$ cat src/hw/rtl/qnrcp_pkg.sv
// Shared types and constants for the QUIC NewReno congestion pacer.
package qnrcp_pkg;

	typedef enum logic [2:0] {
		OP_SENT    = 3'd0,
		OP_ACKED   = 3'd1,
		OP_LOST    = 3'd2,
		OP_PERSIST = 3'd3,
		OP_QUERY   = 3'd4,
		OP_RESET   = 3'd5
	} opcode_t;

	typedef enum logic [1:0] {
		REG_MDS  = 2'd0,
		REG_PRTT = 2'd1,
		REG_MINP = 2'd2
	} reg_idx_t;

	typedef enum logic [2:0] {
		ST_IDLE,
		ST_MUL,
		ST_DIV,
		ST_FIN,
		ST_OUT
	} state_t;

	localparam logic [63:0] ALL_ONES      = '1;
	localparam logic [15:0] MDS_RESET     = 16'd1200;
	localparam logic [31:0] PRTT_RESET    = 32'd3330000;
	localparam logic [31:0] MINP_RESET    = 32'd1000;
	localparam int          DIV_STEPS     = 64;

	// Controller to datapath commands
	typedef struct packed {
		logic load;     // capture input item
		logic mul;      // form dividend
		logic div_step; // one restoring-division step
		logic finish;   // commit state update
	} dp_cmd_t;

	// Datapath to controller status
	typedef struct packed {
		logic need_div; // item needs the divider
		logic div_last; // final division step in progress
	} dp_sts_t;

endpackage

$ cat src/hw/rtl/qnrcp_ctrl.sv
// Sequencing state machine of the congestion pacer.
module qnrcp_ctrl (
	input  logic               clk,
	input  logic               arst_n,
	input  logic               in_valid,
	output logic               in_ready,
	output logic               out_valid,
	input  logic               out_ready,
	output qnrcp_pkg::dp_cmd_t cmd,
	input  qnrcp_pkg::dp_sts_t sts
);
	import qnrcp_pkg::*;

	state_t state_q, state_d;

	always_ff @(posedge clk or negedge arst_n) begin
		if (!arst_n) begin
			state_q <= ST_IDLE;
		end else begin
			state_q <= state_d;
		end
	end

	always_comb begin
		state_d      = state_q;
		cmd          = '0;
		in_ready     = 1'b0;
		out_valid    = 1'b0;
		case (state_q)
			ST_IDLE: begin
				in_ready = 1'b1;
				if (in_valid) begin
					cmd.load = 1'b1;
					state_d  = ST_MUL;
				end
			end
			ST_MUL: begin
				cmd.mul = 1'b1;
				state_d = sts.need_div ? ST_DIV : ST_FIN;
			end
			ST_DIV: begin
				cmd.div_step = 1'b1;
				if (sts.div_last) begin
					state_d = ST_FIN;
				end
			end
			ST_FIN: begin
				cmd.finish = 1'b1;
				state_d    = ST_OUT;
			end
			ST_OUT: begin
				out_valid = 1'b1;
				if (out_ready) begin
					state_d = ST_IDLE;
				end
			end
			default: state_d = ST_IDLE;
		endcase
	end

	a_load_idle: assert property (@(posedge clk) disable iff (!arst_n)
		cmd.load |-> state_q == ST_IDLE)
		else $error("load outside idle");
	a_out_hold: assert property (@(posedge clk) disable iff (!arst_n)
		out_valid && !out_ready |=> out_valid)
		else $error("result dropped");
	a_fin_then_out: assert property (@(posedge clk) disable iff (!arst_n)
		cmd.finish |=> out_valid)
		else $error("finish not followed by result");

endmodule

$ cat config.mk
export PLATFORM = sky130hd
export DESIGN_NAME = qnrcp_ctrl
export DESIGN_NICKNAME = d
export VERILOG_FILES = /design/src/hw/rtl/qnrcp_pkg.sv /design/src/hw/rtl/qnrcp_ctrl.sv
export SDC_FILE = /design/constraint.sdc
export NUM_CORES = 1
export LEC_CHECK = 0
export BUFFER_PORTS_ARGS = -buffer_cell sky130_fd_sc_hd__clkbuf_2
export CAP_MARGIN = 20
export CORE_AREA = 4 4 41 43
export CTS_CLUSTER_SIZE = 30
export DETAILED_ROUTE_END_ITERATION = 8
export DIE_AREA = 0 0 45 47
export GPL_TIMING_DRIVEN = 0
export PLACE_DENSITY_LB_ADDON = 0.1
export SLEW_MARGIN = 20
export SYNTH_ARGS = -nofsm -noshare
export SYNTH_HDL_FRONTEND = slang
export SYNTH_SLANG_ARGS = --single-unit
$ cat constraint.sdc
create_clock -name clk -period 0.85 [get_ports clk]
set_input_delay 0.0425 -clock clk [delete_from_list [all_inputs] [get_ports clk]]
set_output_delay 0.0425 -clock clk [all_outputs]
set_load 0.02 [all_outputs]
==> results.md, run 1 <==
* Outcome: complete, but fails checks
* Failing checks: negative setup slack
* Worst-Margin Slew at 174 ps
* Crit end category: primary output
* Num rows at 13
* Clock slew at reported path FFs at approximately 40 ps
* CTS H-Tree Depth at 1
* XOR/XNOR share of the synthesized area at about 4.5%
* Register area share after synthesis at between 30% and 40%
* Clock Tree Buf Depth at 2
* Die Height at about 47 µm
* Post-synthesis adder-cell area fraction at 0%
* Core Area at about 1300 µm²
* Most flops, register: state_q
* DRC viols at 0
* CTS buffer count at 3
* Net count, final at 53
* Vias per cell at 3.75
* Synth Area in Compound Gates at 11.6%
* Post-detail-place hpwl at roughly 400 µm
* Initial antenna violation count at 0
* Synthesized net count at 25
* Die Span X at approximately 45 µm
* Final setup vio count at 9
* Vias in the first global route at around 230
* Final slew viol count at 0
* Main combinational cell family by area after synthesis: simple AND/OR/NAND/NOR gates
* CTS tree: done
* Ys Warns at 0
* Placed insts at 45
* Total Neg Setup Slack at -2530 ps
* Clock sinks at 3
* Avg WL per Cell at just under 10 µm
* CP Data Arrival Time at between 1000 and 1500 ps
* Gp weighted congestion at roughly 0.6
* Antenna viol nets, final at 0
* Reg area at between 70 and 80 µm²
* Layout overhead on the synthesized area at 150%
* Total of max-cap violations at 0
* # diodes at 0
* Largest regs: state_q x3
* Global-route wire length before repair at roughly 910 µm
* # IOs at 12
* Final period util at 142%
* CTS root buf: clkbuf_4
* Mean Syn Cell Area at ~10 µm²
* Startpoint types: flip-flop
* Setup WS post-layout at -359 ps
* Synthesized area at about 190 µm²
* Initial drt markers at 6
* Clock Skew at 3.58 ps
* Initial core utilization at roughly 15%
* Area occupied by multi-input gates at approximately 130 µm²
* GRT Util Overall at around 6.4%
* Largest net degree at the start of global routing at 9
* Cells after Synth at 19
* DR pass1 iterations at 2
* Non-Filler Instances at 61
* Synth unique cells at 16
* Total grt overflow at 0
* Post-synthesis simple-gate area fraction at roughly 28%
* Hold Fails Final Rpt at 0
* Die area at ~2100 µm²
* Layout cells sized above 1 at 76.1%
* Most frequent cells in the layout: buf_4 (9), buf_6 (6), clkbuf_2 (5), clkbuf_4 (3)
* HP Class: in2reg
* P_leak at roughly 0.00025 µW
* Worst EP required at just over 800 ps
* Unrepaired setup endpoints after global routing: true
* FF+latch count, synth at 3
* Via count at 229
* FILL cells at approximately 140
* Slew margin rel. at about nine tenths
* Clock Latency Late Sink at around 230 ps
* Max FFs per register at 3
* Most common cell after layout, fill and taps aside: buf_4
* Achievable Freq at around 830 MHz
* Layout Utilization at 37.3%
* Peak supply drop at roughly 1.4 mV
* Mux contribution to synthesized area at 5.16%
* CP max FO at 7
* Final wirelength at 598 µm
* Setup Crit Path Kind: reg2out
* PD cells at 4100 nW/µm²
* Post-layout min period at 1210 ps
* Port-buffer cells at 11
==> metal layers <==
| metal | global-route usage, % | share of wire, % | vias to the layer above |
|---|---|---|---|
| met5 | 0 | 0 | - |
| met2 | 8.76 | 47 | 9 |
| met3 | 2.68 | 9.5 | 0 |
| met4 | 7.02 | 0 | 0 |
| met1 | 7.09 | 43 | 103 |
| li1 | - | - | 117 |
==> repair_timing <==
item	4_1_cts	5_1_grt
endpoints found under the hold margin	3	0
hold buffers	1	0
buffers inserted	6	5
pin swaps	8	6
setup endpoints to repair	9	9
resized for setup	14	6
==> through the flow <==
| step | hold slack, ps | cell area, µm² | power (µW) | worst slack (ps) |
|---|---|---|---|---|
| floorplan | -253 | 226 | 938 | -208 |
| global placement | -162 | 300 | 1130 | -191 |
| detailed placement | -157 | 300 | 1140 | -199 |
| CTS | 53.9 | 438 | 1830 | -422 |
| global route | 70.2 | 485 | 2120 | -425 |
| finish | 63.1 | 485 | 1990 | -359 |
==> report_power, final <==
part	internal, µW	switching (µW)	total, µW
registers	212	48.4	260
logic	889	594	1480
clock network	176	72.1	248
==> final cells by class <==
| type | count | share of cell area, % |
|---|---|---|
| Timing Repair Buffer | 23 | 42.3 |
| Multi-Input combinational cell | 12 | 26.5 |
| Sequential cell | 3 | 15.7 |
| Clock buffer | 4 | 5.41 |
| Buffer | 2 | 4.64 |
| Tap cell | 15 | 3.87 |
| Inverter | 2 | 1.55 |
==> worst max-delay path, cell delays in order (launching register included) <==
cell,delay [ps]
dfrtp_1,360
buf_6,140
nor3_4,160
and2_4,170
buf_8,100
==> logic make-up after synthesis <==
kind of cell,Yosys count
AO/OA/AOI/OAI,3
XOR/XNOR,1
multiplexers,1
buffers and inverters,4
AND/OR/NAND/NOR,7
flip-flops,3
==> worst paths after layout <==
| path | from | endpoint | slack [ps] | cells after the start |
|---|---|---|---|---|
| setup / recovery | state_q[1]$_DFFE_PN0P_ | cmd[3] | -360 | 4 |
| hold / removal | sts[1] | state_q[0]$_DFFE_PN0P_ | 60 | 3 |
| setup reg to reg | state_q[1]$_DFFE_PN0P_ | state_q[0]$_DFFE_PN0P_ | -270 | 5 |
| hold reg to reg | state_q[0]$_DFFE_PN0P_ | state_q[0]$_DFFE_PN0P_ | 660 | 3 |
| max in group asynchronous | arst_n | state_q[2]$_DFFE_PN0P_ | 580 | 2 |
| min in group asynchronous | arst_n | state_q[0]$_DFFE_PN0P_ | 140 | 2 |
==> Yosys cell counts (all sizes together) <==
cell type | count | area share [%]
dfrtp | 3 | 39
buf | 2 | 8.4
inv | 2 | 3.9
nor3 | 2 | 7.7
nor3b | 2 | 10
a211oi | 1 | 3.9
a21o | 1 | 3.9
and2 | 1 | 3.2
and3b | 1 | 4.5
mux2i | 1 | 5.2
nor2 | 1 | 1.9
o21a | 1 | 3.9
xnor2 | 1 | 4.5
Power figures use the tool's default switching activity.
==> run 2: changes to the inputs <==
--- a/config.mk
+++ b/config.mk
@@ -5,7 +5,7 @@
 export SDC_FILE = /design/constraint.sdc
 export NUM_CORES = 1
 export LEC_CHECK = 0
-export BUFFER_PORTS_ARGS = -buffer_cell sky130_fd_sc_hd__clkbuf_2
+export BUFFER_PORTS_ARGS = -buffer_cell sky130_fd_sc_hd__buf_2
 export CAP_MARGIN = 20
 export CORE_AREA = 4 4 41 43
 export CTS_CLUSTER_SIZE = 30
==> run 2 against run 1 <==
Net effect: the flow still finishes with violations (negative setup slack); largest cell class unchanged; combinational power down 9%; worst setup slack worse by 12 ps; power down 6.7%; register-to-register slack better by 80 ps; critical path type unchanged.
==> results.md, run 2 (same netlist as run 1, synthesis figures left out) <==
* Clock slew at reported path FFs at approximately 40 ps
* Num rows at 13
* Vias per cell at between 3 and 4
* Die Span X at 45 µm
* Core Area at between 1000 and 1500 µm²
* Max FFs per register at 3
* HP Class: in2reg
* Initial antenna violation count at 0
* Total of max-cap violations at 0
* PD cells at approximately 4200 nW/µm²
* Reg2reg start: state_q[1]$_DFFE_PN0P_
* Clock Tree Buf Depth at 2
* Vias in the first global route at between 200 and 250
* Startpoint types: flip-flop
* End of the worst register-to-register path: state_q[0]$_DFFE_PN0P_
* P_leak at ~0.00022 µW
* Clock Skew at about 2.0 ps
* Post-detail-place hpwl at ~400 µm
* Achievable Freq at ~820 MHz
* Layout overhead on the synthesized area at 129%
* GRT Util Overall at ~6.6%
* Worst EP required at ~810 ps
* Worst-Margin Slew at 157 ps
* Crit end category: primary output
* Gp weighted congestion at between 0.6 and 0.7
* Post-route cell area at 444 µm²
* DRC viols at 0
* Initial drt markers at 2
* R2R setup slack at -190 ps
* Avg WL per Cell at between 10 and 15 µm
* Worst Hold Path EP: state_q[0]$_DFFE_PN0P_
* Setup Crit Path Kind: reg2out
* # IOs at 12
* Antenna viol nets, final at 0
* Most common cell after layout, fill and taps aside: buf_6
* Failing checks: negative setup slack
* Clock sinks at 3
* Worst hold start: sts[1]
* Total grt overflow at 0
* Final period util at 144%
* Layout cells sized above 1 at between 70% and 80%
* CTS root buf: clkbuf_4
* Die Height at 47 µm
* Port-buffer cells at 11
* Hold Path Cell Cnt at 3
* Initial core utilization at ~15%
* CP Data Arrival Time at 1180 ps
* Most frequent cells in the layout: buf_6 (8), buf_4 (7), buf_2 (5), clkbuf_4 (3)
* Total Neg Setup Slack at -2390 ps
* Final slew viol count at 0
* CTS H-Tree Depth at 1
* Area occupied by multi-input gates at ~140 µm²
* Global-route wire length before repair at 945 µm
* CP max FO at 7
* Via count at 220
* CTS buffer count at 3
* Clock Latency Late Sink at roughly 230 ps
* Most flops, register: state_q
* Slew margin rel. at between 80 and 90%
* Largest net degree at the start of global routing at 8
* Die area at approximately 2100 µm²
* Peak supply drop at 1.66 mV
* Outcome: complete, but fails checks
* Reg area at about 76 µm²
* Post-layout min period at between 1000 and 1500 ps
* Largest regs: state_q x3
* Unrepaired setup endpoints after global routing: true
* Setup Slack @ Placement at -189 ps
* FILL cells at ~140
* CTS tree: done
* Worst reg-to-reg path cell count at 4
* DR pass1 iterations at 4
* # diodes at 0
* Final setup vio count at 9
* Final wirelength at about 580 µm
* DP Area at approximately 300 µm²
* Setup WS post-layout at -371 ps
* Net count, final at between 40 and 50
* Hold Fails Final Rpt at 0
run 2: cell count changes in the layout (fill, tap and decap cells not counted), moves of 2 or more:
cell | before | now
buf_2 | 0 | 5
clkbuf_2 | 5 | 0
clkbuf_8 | 2 | 0
buf_6 | 6 | 8
buf_4 | 9 | 7
buf_8 | 2 | 0
run 2: critical path, cell delays in order, from the launching register on:
cell     delay (ps)
dfrtp_1         360
buf_6           140
nor3_4          180
and2_4          160
buf_6           110
run 2: per-layer routing:
| metal | routed length [µm] | part of all wire [%] | global-route usage (%) | up-vias |
|---|---|---|---|---|
| met2 | 267 | 46 | 8.47 | 11 |
| met1 | 239 | 41 | 7.99 | 99 |
| li1 | - | - | - | 108 |
| met5 | 0 | 0 | 0 | - |
| met4 | 14 | 2.4 | 7.02 | 0 |
| met3 | 60 | 10 | 2.68 | 2 |
run 2: worst max path at each step:
stage / startpoint / slack [ps] / endpoint / depth (start not counted)
5_1_grt: state_q[0]$_DFFE_PN0P_ / -440 / cmd[3] / 4
6_report: state_q[0]$_DFFE_PN0P_ / -370 / cmd[3] / 4
3_5_place_dp: state_q[2]$_DFFE_PN0P_ / -190 / state_q[2]$_DFFE_PN0P_ / 2
3_3_place_gp: state_q[2]$_DFFE_PN0P_ / -180 / state_q[2]$_DFFE_PN0P_ / 2
2_1_floorplan: state_q[1]$_DFFE_PN0P_ / -210 / cmd[3] / 3
4_1_cts: state_q[0]$_DFFE_PN0P_ / -400 / cmd[3] / 4
run 2: area by class of cell:
class / instances / area share (%)
buffer: 2 / 5.07
clock buffer: 4 / 5.92
inverter: 2 / 1.69
multi-input combinational: 12 / 31.0
sequential: 3 / 17.2
tap: 15 / 4.23
timing repair buffer: 19 / 34.9
run 2: repair_timing:
item | 4_1_cts | 5_1_grt
endpoints found under the setup margin | 8 | 9
setup buffers | 6 | 2
hold buffers | 1 | 0
cloned | 0 | 0
pin swaps | 6 | 3
hold endpoints to repair | 3 | 0
gates resized for setup | 14 | 3
run 2: metrics by stage:
stage / total power (µW) / std cells / hold slack (ps) / utilization (%)
after floorplan: 938 / 19 / -253 / -
after global placement: 1130 / 45 / -163 / 23.1
after detailed placement: 1140 / 45 / -157 / 23.1
after CTS: 1790 / 56 / 78.8 / 32.7
after global routing: 1970 / 57 / 96.9 / 34.1
final: 1860 / 57 / 90.0 / 34.1
run 2: power by group:
group	internal [µW]	leakage, µW	switching [µW]
Combinational	768	0.000171	573
Clock	176	0.0000150	74.0
Sequential	212	0.0000361	55.2
Total	1160	0.000222	703
